===== src/rtl/core/vsr_pkg.sv =====
`timescale 1ns / 1ps
// ----------------------------------------------------------------------------
// vsr_pkg: shared types, constants and helpers for the scroll register unit
// Request formats, raster constants, register codes and the scroll address
// step functions used by the timing and scroll logic.
// ----------------------------------------------------------------------------
package vsr_pkg;

  // Operation codes
  localparam logic [1:0] OP_TICK  = 2'd0;
  localparam logic [1:0] OP_WRITE = 2'd1;
  localparam logic [1:0] OP_READ  = 2'd2;

  // Register indexes
  localparam logic [2:0] REG_CTRL    = 3'd0;
  localparam logic [2:0] REG_MASK    = 3'd1;
  localparam logic [2:0] REG_STATUS  = 3'd2;
  localparam logic [2:0] REG_OAMADDR = 3'd3;
  localparam logic [2:0] REG_OAMDATA = 3'd4;
  localparam logic [2:0] REG_SCROLL  = 3'd5;
  localparam logic [2:0] REG_ADDR    = 3'd6;
  localparam logic [2:0] REG_DATA    = 3'd7;

  // Raster geometry: 341 dots by 262 lines
  localparam logic [8:0] DOT_LAST       = 9'd340;
  localparam logic [8:0] LINE_LAST      = 9'd261;
  localparam logic [8:0] LINE_RESET     = 9'd261;
  localparam logic [8:0] LINE_VISIBLE   = 9'd240;
  localparam logic [8:0] LINE_VBLANK    = 9'd241;
  localparam logic [8:0] DOT_FETCH_LAST = 9'd256;
  localparam logic [8:0] DOT_HCOPY      = 9'd257;
  localparam logic [8:0] DOT_VCOPY_LO   = 9'd280;
  localparam logic [8:0] DOT_VCOPY_HI   = 9'd304;

  // Scroll address masks
  localparam logic [14:0] HORIZ_MASK   = 15'h041F;
  localparam logic [14:0] VERT_MASK    = 15'h7BE0;
  localparam logic [14:0] COARSE_X     = 15'h001F;
  localparam logic [14:0] NT_X_BIT     = 15'h0400;
  localparam logic [14:0] NT_Y_BIT     = 15'h0800;
  localparam logic [14:0] FINE_Y_STEP  = 15'h1000;
  localparam logic [13:0] PALETTE_BASE = 14'h3F00;
  localparam logic [4:0]  ROW_LAST_VIS = 5'd29;
  localparam logic [4:0]  ROW_MAX      = 5'd31;

  typedef struct packed {
    logic [1:0] operation;
    logic [2:0] reg_index;
    logic [7:0] write_data;
    logic [7:0] vram_read_data;
    logic [7:0] oam_read_data;
    logic       sprite_zero_event;
    logic       overflow_event;
  } in_item_t;

  typedef struct packed {
    logic [7:0]  read_data;
    logic [13:0] vram_addr;
    logic        vram_write;
    logic [7:0]  oam_addr_out;
    logic        oam_write;
    logic [7:0]  store_data;
    logic        nmi_pulse;
    logic [8:0]  scanline_now;
    logic [8:0]  dot_now;
  } out_item_t;

  // Raster position and decoded timing windows
  typedef struct packed {
    logic [8:0] dot;
    logic [8:0] line;
    logic       visible_line;
    logic       pre_line;
    logic       frame_start;
    logic       vblank_start;
    logic       fetch_dot;
    logic       dot_256;
    logic       dot_257;
    logic       vcopy_dot;
  } pos_t;

  function automatic logic [14:0] copy_bits(input logic [14:0] cur,
                                            input logic [14:0] tmp,
                                            input logic [14:0] mask);
    copy_bits = (cur & ~mask) | (tmp & mask);
  endfunction

  // Coarse X step with horizontal nametable wrap
  function automatic logic [14:0] step_coarse_x(input logic [14:0] a);
    if (a[4:0] == 5'h1F) begin
      step_coarse_x = (a & ~COARSE_X) ^ NT_X_BIT;
    end else begin
      step_coarse_x = a + 15'd1;
    end
  endfunction

  // Fine Y step, carrying into coarse Y with vertical nametable wrap
  function automatic logic [14:0] step_y(input logic [14:0] a);
    logic [14:0] r;
    if (a[14:12] != 3'h7) begin
      r = a + FINE_Y_STEP;
    end else begin
      r = a;
      r[14:12] = 3'h0;
      if (a[9:5] == ROW_LAST_VIS) begin
        r[9:5] = 5'd0;
        r = r ^ NT_Y_BIT;
      end else if (a[9:5] == ROW_MAX) begin
        r[9:5] = 5'd0;
      end else begin
        r[9:5] = a[9:5] + 5'd1;
      end
    end
    step_y = r;
  endfunction

endpackage


===== src/rtl/core/vsr_ifs.sv =====
`timescale 1ns / 1ps
// ----------------------------------------------------------------------------
// vsr_ifs: request and result channels
// Valid/ready channels carrying one request or one result item.
// ----------------------------------------------------------------------------
interface vsr_in_if import vsr_pkg::*; ();
  logic     valid;
  logic     ready;
  in_item_t data;

  modport source (output valid, output data, input ready);
  modport sink   (input valid, input data, output ready);
endinterface

interface vsr_out_if import vsr_pkg::*; ();
  logic      valid;
  logic      ready;
  out_item_t data;

  modport source (output valid, output data, input ready);
  modport sink   (input valid, input data, output ready);
endinterface


===== src/rtl/core/vsr_in_stage.sv =====
`timescale 1ns / 1ps
// ----------------------------------------------------------------------------
// vsr_in_stage: request input register
// Captures one request per cycle while its slot is free or draining; refills in the cycle it is consumed.
// ----------------------------------------------------------------------------
module vsr_in_stage import vsr_pkg::*; (
  input  logic       clk,
  input  logic       rst_n,
  vsr_in_if.sink     in_chan,
  input  logic       take,
  output logic       req_valid,
  output in_item_t   req_item
);

  logic     valid_r, valid_nxt;
  in_item_t item_r;
  logic     load;

  // Free slot or slot draining this cycle
  assign in_chan.ready = !valid_r || take;
  assign load          = in_chan.valid && in_chan.ready;
  assign valid_nxt     = load || (valid_r && !take);

  always_ff @(posedge clk) begin
    if (!rst_n) begin
      valid_r <= 1'b0;
    end else begin
      valid_r <= valid_nxt;
    end
  end

  always_ff @(posedge clk) begin
    if (load) begin
      item_r <= in_chan.data;
    end
  end

  assign req_valid = valid_r;
  assign req_item  = item_r;

endmodule


===== src/rtl/core/vsr_timing.sv =====
`timescale 1ns / 1ps
// ----------------------------------------------------------------------------
// vsr_timing: dot and scanline counter
// 341 x 262 raster counter advanced by dot ticks, with window decode.
// ----------------------------------------------------------------------------
module vsr_timing import vsr_pkg::*; (
  input  logic clk,
  input  logic rst_n,
  input  logic tick,
  output pos_t pos
);

  logic [8:0] dot_r, dot_nxt;
  logic [8:0] line_r, line_nxt;

  // Counter advance with wrap at end of line and frame
  always_comb begin
    dot_nxt  = dot_r;
    line_nxt = line_r;
    if (tick) begin
      if (dot_r == DOT_LAST) begin
        dot_nxt  = 9'd0;
        line_nxt = (line_r == LINE_LAST) ? 9'd0 : line_r + 9'd1;
      end else begin
        dot_nxt = dot_r + 9'd1;
      end
    end
  end

  always_ff @(posedge clk) begin
    if (!rst_n) begin
      dot_r  <= 9'd0;
      line_r <= LINE_RESET;
    end else begin
      dot_r  <= dot_nxt;
      line_r <= line_nxt;
    end
  end

  // Window decode
  always_comb begin
    pos.dot          = dot_r;
    pos.line         = line_r;
    pos.visible_line = line_r < LINE_VISIBLE;
    pos.pre_line     = line_r == LINE_LAST;
    pos.frame_start  = (line_r == LINE_LAST) && (dot_r == 9'd0);
    pos.vblank_start = (line_r == LINE_VBLANK) && (dot_r == 9'd0);
    pos.fetch_dot    = (dot_r != 9'd0) && (dot_r <= DOT_FETCH_LAST);
    pos.dot_256      = dot_r == DOT_FETCH_LAST;
    pos.dot_257      = dot_r == DOT_HCOPY;
    pos.vcopy_dot    = (dot_r >= DOT_VCOPY_LO) && (dot_r <= DOT_VCOPY_HI);
  end

`ifndef SYNTHESIS
  a_pos_range: assert property (@(posedge clk) disable iff (!rst_n)
    (dot_r <= DOT_LAST) && (line_r <= LINE_LAST))
    else $error("raster position out of range");

  a_line_wrap: assert property (@(posedge clk) disable iff (!rst_n)
    tick && (dot_r == DOT_LAST) |=> (dot_r == 9'd0) && (line_r != $past(line_r)))
    else $error("line did not advance at end of line");

  a_hold: assert property (@(posedge clk) disable iff (!rst_n)
    !tick |=> $stable(dot_r) && $stable(line_r))
    else $error("raster moved without a tick");
`endif

endmodule


===== src/rtl/core/vsr_scroll_core.sv =====
`timescale 1ns / 1ps
// ----------------------------------------------------------------------------
// vsr_scroll_core: scroll address, register file and status flags
// Applies one request to the scroll state and forms its result item.
// ----------------------------------------------------------------------------
module vsr_scroll_core import vsr_pkg::*; (
  input  logic      clk,
  input  logic      rst_n,
  input  logic      step,
  input  in_item_t  item,
  input  pos_t      pos,
  output out_item_t res
);

  logic        show_bg_r, show_bg_nxt;
  logic        show_spr_r, show_spr_nxt;
  logic [2:0]  fine_x_r, fine_x_nxt;
  logic        second_write_r, second_write_nxt;
  logic [14:0] cur_r, cur_nxt;
  logic [14:0] tmp_r, tmp_nxt;
  logic        step_row_r, step_row_nxt;
  logic [7:0]  buf_r, buf_nxt;
  logic        sz_r, sz_nxt;
  logic        ov_r, ov_nxt;
  logic        vblank_r, vblank_nxt;
  logic        nmi_en_r, nmi_en_nxt;
  logic [7:0]  spr_addr_r, spr_addr_nxt;

  logic        render_on;
  logic        cx_hit;
  logic [14:0] addr_inc;
  logic [14:0] tick_addr;
  logic [7:0]  d;

  assign d         = item.write_data;
  assign render_on = show_bg_r || show_spr_r;
  assign cx_hit    = 3'(fine_x_r + pos.dot[2:0] - 3'd1) == 3'd7;
  assign addr_inc  = step_row_r ? 15'd32 : 15'd1;

  // Scroll address update over one dot
  always_comb begin
    tick_addr = cur_r;
    if (pos.pre_line && render_on) begin
      if (pos.dot_257) tick_addr = copy_bits(tick_addr, tmp_r, HORIZ_MASK);
      if (pos.vcopy_dot) tick_addr = copy_bits(tick_addr, tmp_r, VERT_MASK);
    end
    if (pos.visible_line) begin
      if (pos.fetch_dot && show_bg_r && cx_hit) tick_addr = step_coarse_x(tick_addr);
      if (pos.dot_256 && render_on) tick_addr = step_y(tick_addr);
      if (pos.dot_257 && render_on) tick_addr = copy_bits(tick_addr, tmp_r, HORIZ_MASK);
    end
  end

  // Request decode, next state and result
  always_comb begin
    show_bg_nxt      = show_bg_r;
    show_spr_nxt     = show_spr_r;
    fine_x_nxt       = fine_x_r;
    second_write_nxt = second_write_r;
    cur_nxt          = cur_r;
    tmp_nxt          = tmp_r;
    step_row_nxt     = step_row_r;
    buf_nxt          = buf_r;
    sz_nxt           = sz_r;
    ov_nxt           = ov_r;
    vblank_nxt       = vblank_r;
    nmi_en_nxt       = nmi_en_r;
    spr_addr_nxt     = spr_addr_r;

    res              = '0;
    res.vram_addr    = cur_r[13:0];
    res.scanline_now = pos.line;
    res.dot_now      = pos.dot;

    unique case (item.operation)
      OP_TICK: begin
        if (pos.frame_start) begin
          sz_nxt     = 1'b0;
          ov_nxt     = 1'b0;
          vblank_nxt = 1'b0;
        end
        if (item.sprite_zero_event) sz_nxt = 1'b1;
        if (item.overflow_event) ov_nxt = 1'b1;
        if (pos.vblank_start) begin
          vblank_nxt    = 1'b1;
          res.nmi_pulse = nmi_en_r;
        end
        cur_nxt = tick_addr;
      end
      OP_WRITE: begin
        unique case (item.reg_index)
          REG_CTRL: begin
            tmp_nxt[11:10] = d[1:0];
            step_row_nxt   = d[2];
            nmi_en_nxt     = d[7];
          end
          REG_MASK: begin
            show_bg_nxt  = d[3];
            show_spr_nxt = d[4];
          end
          REG_OAMADDR: spr_addr_nxt = d;
          REG_OAMDATA: begin
            res.oam_addr_out = spr_addr_r;
            res.oam_write    = 1'b1;
            res.store_data   = d;
            spr_addr_nxt     = spr_addr_r + 8'd1;
          end
          REG_SCROLL: begin
            if (!second_write_r) begin
              tmp_nxt[4:0]     = d[7:3];
              fine_x_nxt       = d[2:0];
              second_write_nxt = 1'b1;
            end else begin
              tmp_nxt[14:12]   = d[2:0];
              tmp_nxt[9:5]     = d[7:3];
              second_write_nxt = 1'b0;
            end
          end
          REG_ADDR: begin
            if (!second_write_r) begin
              tmp_nxt[14:8]    = {1'b0, d[5:0]};
              second_write_nxt = 1'b1;
            end else begin
              tmp_nxt[7:0]     = d;
              cur_nxt          = {tmp_r[14:8], d};
              second_write_nxt = 1'b0;
            end
          end
          REG_DATA: begin
            res.vram_write = 1'b1;
            res.store_data = d;
            cur_nxt        = cur_r + addr_inc;
          end
          default: ;
        endcase
      end
      OP_READ: begin
        unique case (item.reg_index)
          REG_STATUS: begin
            res.read_data    = {vblank_r, sz_r, ov_r, 5'd0};
            vblank_nxt       = 1'b0;
            second_write_nxt = 1'b0;
          end
          REG_OAMDATA: begin
            res.read_data    = item.oam_read_data;
            res.oam_addr_out = spr_addr_r;
            spr_addr_nxt     = spr_addr_r + 8'd1;
          end
          REG_DATA: begin
            // palette range bypasses the read buffer
            if (cur_r[13:0] < PALETTE_BASE) begin
              res.read_data = buf_r;
              buf_nxt       = item.vram_read_data;
            end else begin
              res.read_data = item.vram_read_data;
            end
            cur_nxt = cur_r + addr_inc;
          end
          default: ;
        endcase
      end
      default: ;
    endcase
  end

  // State registers, updated once per processed request
  always_ff @(posedge clk) begin
    if (!rst_n) begin
      show_bg_r      <= 1'b0;
      show_spr_r     <= 1'b0;
      fine_x_r       <= 3'd0;
      second_write_r <= 1'b0;
      cur_r          <= 15'd0;
      tmp_r          <= 15'd0;
      step_row_r     <= 1'b0;
      buf_r          <= 8'd0;
      sz_r           <= 1'b0;
      ov_r           <= 1'b0;
      vblank_r       <= 1'b1;
      nmi_en_r       <= 1'b0;
      spr_addr_r     <= 8'd0;
    end else if (step) begin
      show_bg_r      <= show_bg_nxt;
      show_spr_r     <= show_spr_nxt;
      fine_x_r       <= fine_x_nxt;
      second_write_r <= second_write_nxt;
      cur_r          <= cur_nxt;
      tmp_r          <= tmp_nxt;
      step_row_r     <= step_row_nxt;
      buf_r          <= buf_nxt;
      sz_r           <= sz_nxt;
      ov_r           <= ov_nxt;
      vblank_r       <= vblank_nxt;
      nmi_en_r       <= nmi_en_nxt;
      spr_addr_r     <= spr_addr_nxt;
    end
  end

`ifndef SYNTHESIS
  a_nmi_vblank: assert property (@(posedge clk) disable iff (!rst_n)
    step && res.nmi_pulse |=> vblank_r)
    else $error("nmi raised without vblank set");

  a_status_clear: assert property (@(posedge clk) disable iff (!rst_n)
    step && (item.operation == OP_READ) && (item.reg_index == REG_STATUS)
    |=> !vblank_r && !second_write_r)
    else $error("status read did not clear vblank and toggle");

  a_data_step: assert property (@(posedge clk) disable iff (!rst_n)
    step && res.vram_write |=> cur_r == 15'($past(cur_r) + $past(addr_inc)))
    else $error("data write did not step the address");

  a_idle_hold: assert property (@(posedge clk) disable iff (!rst_n)
    !step |=> $stable(cur_r) && $stable(tmp_r) && $stable(spr_addr_r))
    else $error("scroll state changed without a request");
`endif

endmodule


===== src/rtl/core/vsr_out_stage.sv =====
`timescale 1ns / 1ps
// ----------------------------------------------------------------------------
// vsr_out_stage: result register
// Holds one result until taken; accepts a new one in the cycle it drains.
// ----------------------------------------------------------------------------
module vsr_out_stage import vsr_pkg::*; (
  input  logic      clk,
  input  logic      rst_n,
  input  logic      load,
  input  out_item_t res,
  output logic      can_load,
  vsr_out_if.source out_chan
);

  logic      valid_r, valid_nxt;
  out_item_t item_r;

  assign can_load  = !valid_r || out_chan.ready;
  assign valid_nxt = load || (valid_r && !out_chan.ready);

  always_ff @(posedge clk) begin
    if (!rst_n) begin
      valid_r <= 1'b0;
    end else begin
      valid_r <= valid_nxt;
    end
  end

  always_ff @(posedge clk) begin
    if (load) begin
      item_r <= res;
    end
  end

  assign out_chan.valid = valid_r;
  assign out_chan.data  = item_r;

endmodule


===== src/rtl/core/video_scroll_register_timing_unit.sv =====
`timescale 1ns / 1ps
// ----------------------------------------------------------------------------
// video_scroll_register_timing_unit: scroll registers and dot timing
// Top level: request register, raster counter, scroll core, result register.
// ----------------------------------------------------------------------------
// Each request (dot tick, register write or register read) produces exactly
// one result. The unit takes one request per clock while the result register
// is not stalled. A request is captured in the input register at the edge
// that accepts it, passes through the scroll and flag logic, and lands in the
// result register when that register is free or draining. The result is
// offered from the result register. A stalled result register holds the
// pipeline, and new requests are taken again in the same cycle the pending
// result is read out.
module video_scroll_register_timing_unit import vsr_pkg::*; (
  input  logic      clk,
  input  logic      rst_n,
  vsr_in_if.sink    in_chan,
  vsr_out_if.source out_chan
);

  logic      req_valid;
  in_item_t  req_item;
  logic      out_can_load;
  logic      advance;
  logic      tick;
  pos_t      pos;
  out_item_t res;

  // Request moves to the result register when that register is free or draining
  assign advance = req_valid && out_can_load;
  assign tick    = advance && (req_item.operation == OP_TICK);

  vsr_in_stage u_in_stage (
    .clk       (clk),
    .rst_n     (rst_n),
    .in_chan   (in_chan),
    .take      (advance),
    .req_valid (req_valid),
    .req_item  (req_item)
  );

  vsr_timing u_timing (
    .clk   (clk),
    .rst_n (rst_n),
    .tick  (tick),
    .pos   (pos)
  );

  vsr_scroll_core u_core (
    .clk   (clk),
    .rst_n (rst_n),
    .step  (advance),
    .item  (req_item),
    .pos   (pos),
    .res   (res)
  );

  vsr_out_stage u_out_stage (
    .clk      (clk),
    .rst_n    (rst_n),
    .load     (advance),
    .res      (res),
    .can_load (out_can_load),
    .out_chan (out_chan)
  );

endmodule

===== src/flat_wrapper.sv =====
// flat-port wrapper written by rule: the top's interface ports become plain ports
module video_scroll_register_timing_unit_flat import vsr_pkg::*;
  (clk, rst_n, in_chan_valid, in_chan_data, in_chan_ready, out_chan_valid, out_chan_data, out_chan_ready);
  vsr_in_if in_chan_i ();
  vsr_out_if out_chan_i ();
  input  logic clk;
  input  logic rst_n;
  input wire logic [$bits(in_chan_i.valid)-1:0] in_chan_valid;
  input wire logic [$bits(in_chan_i.data)-1:0] in_chan_data;
  output wire logic [$bits(in_chan_i.ready)-1:0] in_chan_ready;
  output wire logic [$bits(out_chan_i.valid)-1:0] out_chan_valid;
  output wire logic [$bits(out_chan_i.data)-1:0] out_chan_data;
  input wire logic [$bits(out_chan_i.ready)-1:0] out_chan_ready;
  assign in_chan_i.valid = in_chan_valid;
  assign in_chan_i.data = in_chan_data;
  assign in_chan_ready = in_chan_i.ready;
  assign out_chan_valid = out_chan_i.valid;
  assign out_chan_data = out_chan_i.data;
  assign out_chan_i.ready = out_chan_ready;
  video_scroll_register_timing_unit u_core (.clk(clk), .rst_n(rst_n), .in_chan(in_chan_i), .out_chan(out_chan_i));
endmodule

===== config.mk =====
export PLATFORM = sky130hd
export DESIGN_NAME = video_scroll_register_timing_unit_flat
export DESIGN_NICKNAME = d
export VERILOG_FILES = /design/src/rtl/core/vsr_pkg.sv /design/src/rtl/core/vsr_ifs.sv /design/src/rtl/core/vsr_in_stage.sv /design/src/rtl/core/vsr_timing.sv /design/src/rtl/core/vsr_scroll_core.sv /design/src/rtl/core/vsr_out_stage.sv /design/src/rtl/core/video_scroll_register_timing_unit.sv /design/src/flat_wrapper.sv
export SDC_FILE = /design/constraint.sdc
export NUM_CORES = 1
export LEC_CHECK = 0
export ABC_AREA = 0
export BUFFER_PORTS_ARGS = -buffer_cell sky130_fd_sc_hd__buf_2
export CAP_MARGIN = 20
export CORE_MARGIN = 2
export CORE_UTILIZATION = 30
export DETAILED_ROUTE_END_ITERATION = 7
export MAX_ROUTING_LAYER = met4
export PLACE_DENSITY_LB_ADDON = 0.08
export SYNTH_ARGS = -nofsm -noshare
export SYNTH_HDL_FRONTEND = slang
export SYNTH_HIERARCHICAL = 1
export SYNTH_SLANG_ARGS = --single-unit

===== constraint.sdc =====
create_clock -name clk -period 11.83 [get_ports clk]
set_input_delay 0.5915 -clock clk [delete_from_list [all_inputs] [get_ports clk]]
set_output_delay 0.5915 -clock clk [all_outputs]
set_load 0.01 [all_outputs]

==> impl_results.rst <==
.. list-table::
   :header-rows: 1

   * - Metric
     - Value
   * - H-Tree Depth
     - 4
   * - Clk_skew
     - approximately 0.013 ns
   * - Flops & latches, synth
     - between 150 and 200
   * - Fraction of the yosys area taken by sequential cells
     - 0.475
   * - Global Route Usage Sum
     - 0.172
   * - RSZ-0062 raised after global routing
     - no
   * - Number of iterations in the first detailed-routing pass
     - 4
   * - Vias in the first global route
     - slightly below 7,000
   * - Clk Tree Root Cell
     - sky130_fd_sc_hd__clkbuf_16
   * - Setup WS pre-CTS
     - 5.99 ns
   * - Proportion of layout cells with a drive suffix above 1
     - 0.183
   * - Placer's final routability congestion estimate
     - between 0.8 and 0.9
   * - Crit path top cell by count
     - sky130_fd_sc_hd__ha_1
   * - Count of buffers added by post-CTS timing repair for setup
     - 0
   * - Number of endpoints with negative hold slack in the final report
     - 0
   * - Area growth syn-to-layout
     - 13.7%
   * - Crit share post-route
     - 0.498
   * - Buffers & Inverters on Critical Path
     - 0
   * - Commonest non-fill, non-tap cell in the layout
     - sky130_fd_sc_hd__nor2_1
   * - Critical Path Start Type
     - flip-flop
   * - Max Fanout on Critical Path
     - 10
   * - Buffers added on ports
     - 95
   * - Smallest hold slack
     - between 0.3 and 0.4 ns
   * - Category of the critical setup timing path
     - reg2reg
   * - Number of library cell types mapped by synthesis
     - 85
   * - Slowest stage cell on the critical path
     - sky130_fd_sc_hd__or4_1
   * - Clock tree from TritonCTS
     - done
   * - Ys flop type
     - sky130_fd_sc_hd__edfxtp_1
   * - Cts-stage hold buffer count
     - 0
   * - Sum Neg Setup Slack
     - 0 ns
   * - Mean area per synthesized cell
     - 9.83 um2
   * - Hold wc startpoint
     - in_chan_data[1]
   * - Number of top-level pins
     - 96
   * - EDFF count, synth
     - 90
   * - Actual transition at the worst max-transition pin
     - about 0.96 ns
   * - Fin. max-slew vios
     - 0
   * - Crit path cell chain
     - or4_1, nor3_2, and3_1, o211ai_4, mux2_2, ha_1, a21boi_1, ha_1, or4b_4, or3_4, nor4b_2, xor2_1, ha_1, ha_1, and2_1, and2_1, mux2i_1, nor3_2, a311oi_1, o41ai_2
   * - Starting Density
     - 0.303
   * - Number of routed nets with antenna violations
     - 0
   * - Placed cell count
     - 1,324
   * - Number of fill cells
     - 3,057
   * - Global-route wire length before repair
     - about 40,000 um
   * - Xor/xnor share of the synthesized area
     - 0.0293
   * - Top library cells by usage in the layout, fill and taps aside
     - 99 x sky130_fd_sc_hd__nor2_1, 95 x sky130_fd_sc_hd__buf_2, 90 x sky130_fd_sc_hd__edfxtp_1
   * - Max_slew headroom
     - 0.360
   * - Horizontal die dimension
     - roughly 180 um
   * - Core area
     - around 30,000 um2
   * - Num rows
     - 63
   * - Arithmetic-cell share of the synthesized area counting full adders, half adders and majority gates
     - 0.0294
   * - Req. time, crit path
     - 12.15 ns
   * - Slowest Stage Delay on Critical Path
     - between 0.5 and 0.6 ns
   * - Pin count of the biggest net entering global routing
     - 50
   * - Minimum period implied by the final worst setup slack
     - between 5 and 6 ns
   * - Fraction of the core area covered by cells at the end of the flow
     - 0.345
   * - HPWL after DPL
     - ~18,000 um
   * - Clock transition at the registers of the reported paths
     - 0.08 ns
   * - Initial antenna violation count
     - 0
   * - Mapped Nets
     - roughly 970
   * - Crit path capture type
     - flip-flop
   * - Iteration-0 DRC count of the detailed router
     - 508
   * - Count of mapped cells out of synthesis
     - a little over 900
   * - Final wirelength
     - about 25,000 um
   * - Worst min-delay path class
     - in2reg
   * - Inserted Clock Buffers
     - 17
   * - DR vias
     - around 7,000
   * - Buffer depth of the longest clock path
     - 2
   * - Fraction of the mapped netlist area in compound gates
     - 0.147
   * - Max-cap violation count
     - 0
   * - Total of warnings raised by yosys
     - 6
   * - Result of the run
     - completed
   * - DR WL/cell
     - 18.8 um
   * - Post-Syn Area
     - between 8000 and 9000 um2
   * - Cells resized by post-CTS repair
     - 0
   * - Grt ovf
     - 0
   * - Worst VDD drop
     - just over 70 uV
   * - Maximum clock frequency
     - 0.170 GHz
   * - Crit path setup slack, layout
     - a little under 6 ns
   * - Count of inserted antenna diode cells
     - 0
   * - Clock insertion delay at the later pin of the skew report
     - about 0.44 ns
   * - Power, Total
     - between 1 and 1.5 mW
   * - Arrival time of data at the critical path endpoint
     - around 6.2 ns
   * - Vias per cell
     - between 5 and 6
   * - Final net count
     - 1,010
   * - Final instance area
     - between 10,000 and 15,000 um2
   * - Total power density per cell area
     - around 130 nW/um2
   * - Portion of netlist area occupied by mux cells
     - 0.0559
   * - Non-filler instance count after layout
     - 1,357
   * - Post-placement cell area
     - about 9500 um2
   * - Number of setup violations in the final report
     - 0
   * - Simple-gate share of the synthesized area
     - 0.205
   * - Die Footprint
     - just over 30,000 um2
   * - Crit Reg-Reg Startpoint
     - u_core/u_timing/dot_r[2]$_SDFFE_PN0P_
   * - DRC
     - 0
   * - Combinational family with the most area after synthesis
     - simple AND/OR/NAND/NOR gates
   * - Die span in y
     - between 150 and 200 um
   * - Leakage power figure
     - ~3.8 nW
   * - Proportion of synthesized flip-flops having asynchronous set or reset
     - 0
   * - Worst Setup SP
     - u_core/u_timing/dot_r[2]$_SDFFE_PN0P_
   * - Clk sink count
     - about 170
   * - Cell family contributing the most delay on the critical path
     - simple AND/OR/NAND/NOR gates
==> synth_stat cells (all sizes together) (5+ instances only) <==
library cell  count  share of area
mux2i            39          0.045
nor4b             5         0.0063
or2               6         0.0042
nand2b            7         0.0066
o21a              5         0.0042
ha               21          0.029
buf              39          0.032
nor3             23          0.015
nand3            38          0.021
nand4            10         0.0077
a21oi            54          0.030
xnor2            18          0.018
mux2              9          0.011
clkbuf           37          0.016
o31ai             9         0.0076
inv              25          0.011
a22oi             5         0.0042
nor2b             7         0.0049
and2             30          0.021
a211oi           22          0.019
nand2            74          0.032
o211ai            8         0.0088
or3               6         0.0048
a221oi            9         0.0088
and3             20          0.015
a31oi             7         0.0049
nor3b             5         0.0048
dfxtp            77           0.17
xor2             11          0.011
o21ai            37          0.021
nor2             99          0.042
edfxtp           90           0.30
==> worst register-to-register path: cells and delay by family (launching register included) <==
kind	cells	cell delay (ns)
fa+ha+maj	4	0.93
compound gates	4	0.81
flops	1	0.40
simple gates	9	2.92
mux	2	0.59
xor+xnor	1	0.12
==> worst paths after layout <==
kind / endpoint / slack (ns) / depth (start not counted)
max reg2reg: u_core/u_core/cur_r[8]$_SDFFE_PN0P_ / 5.93 / 20
max: u_core/u_core/cur_r[8]$_SDFFE_PN0P_ / 5.93 / 20
min reg2reg: u_core/u_core/buf_r[1]$_SDFFE_PN0P_ / 0.50 / 2
min: u_core/u_in_stage/req_item[1]$_DFFE_PP_ / 0.32 / 1
==> registers in the layout, indices dropped and copies added, names as in the netlist <==
name,cells
u_core/u_core/fine_x_r,3
u_core/u_out_stage/out_chan.valid,1
u_core/u_core/tmp_r,15
u_core/u_core/spr_addr_r,8
u_core/u_core/nmi_en_r,1
u_core/u_core/second_write_r,1
u_core/u_core/ov_r,1
u_core/u_core/cur_r,15
u_core/u_core/sz_r,1
u_core/u_in_stage/req_item,31
u_core/u_core/buf_r,8
u_core/u_core/show_bg_r,1
u_core/u_core/vblank_r,1
u_core/u_out_stage/out_chan.data,59
u_core/u_core/show_spr_r,1
u_core/u_timing/dot_r,9
u_core/u_core/step_row_r,1
u_core/u_in_stage/req_valid,1
u_core/u_timing/line_r,9
==> power by group <==
group / total (mW) / switching, mW / internal (mW) / leakage, nW
registers: 0.659 / 0.0233 / 0.636 / 1.47
clock network: 0.593 / 0.277 / 0.316 / 0.298
logic: 0.112 / 0.0730 / 0.0390 / 1.99
==> layer usage <==
| layer | part of all wire | vias up | global-route usage | wire length (um) |
|---|---|---|---|---|
| met2 | 0.45 | 166 | 0.262 | 11500 |
| met4 | 0.021 | 0 | 0.0603 | 535 |
| met3 | 0.044 | 36 | 0.0345 | 1120 |
| met5 | 0 | - | - | 0 |
| met1 | 0.48 | 3354 | 0.228 | 12300 |
| li1 | - | 3395 | - | - |
==> final cells by class <==
type | count | area [um2] | share of cell area
Multi-Input combinational cell | 641 | 4180 | 0.411
Clock buffer | 18 | 450 | 0.0443
Tap cell | 390 | 488 | 0.0480
Timing Repair Buffer | 102 | 528 | 0.0520
Clock inverter | 14 | 176 | 0.0174
Sequential cell | 167 | 4240 | 0.418
Inverter | 25 | 93.8 | 0.00924
==> cells by family after synthesis <==
kind of cell               Yosys count
and+or+nand+nor                    349
AOI/OAI and AO/OA                  194
DFF                                167
buffers and inverters              101
muxes                               48
xor gates and xnor gates            29
adders and majority gates           21
Power figures use the tool's default switching activity.
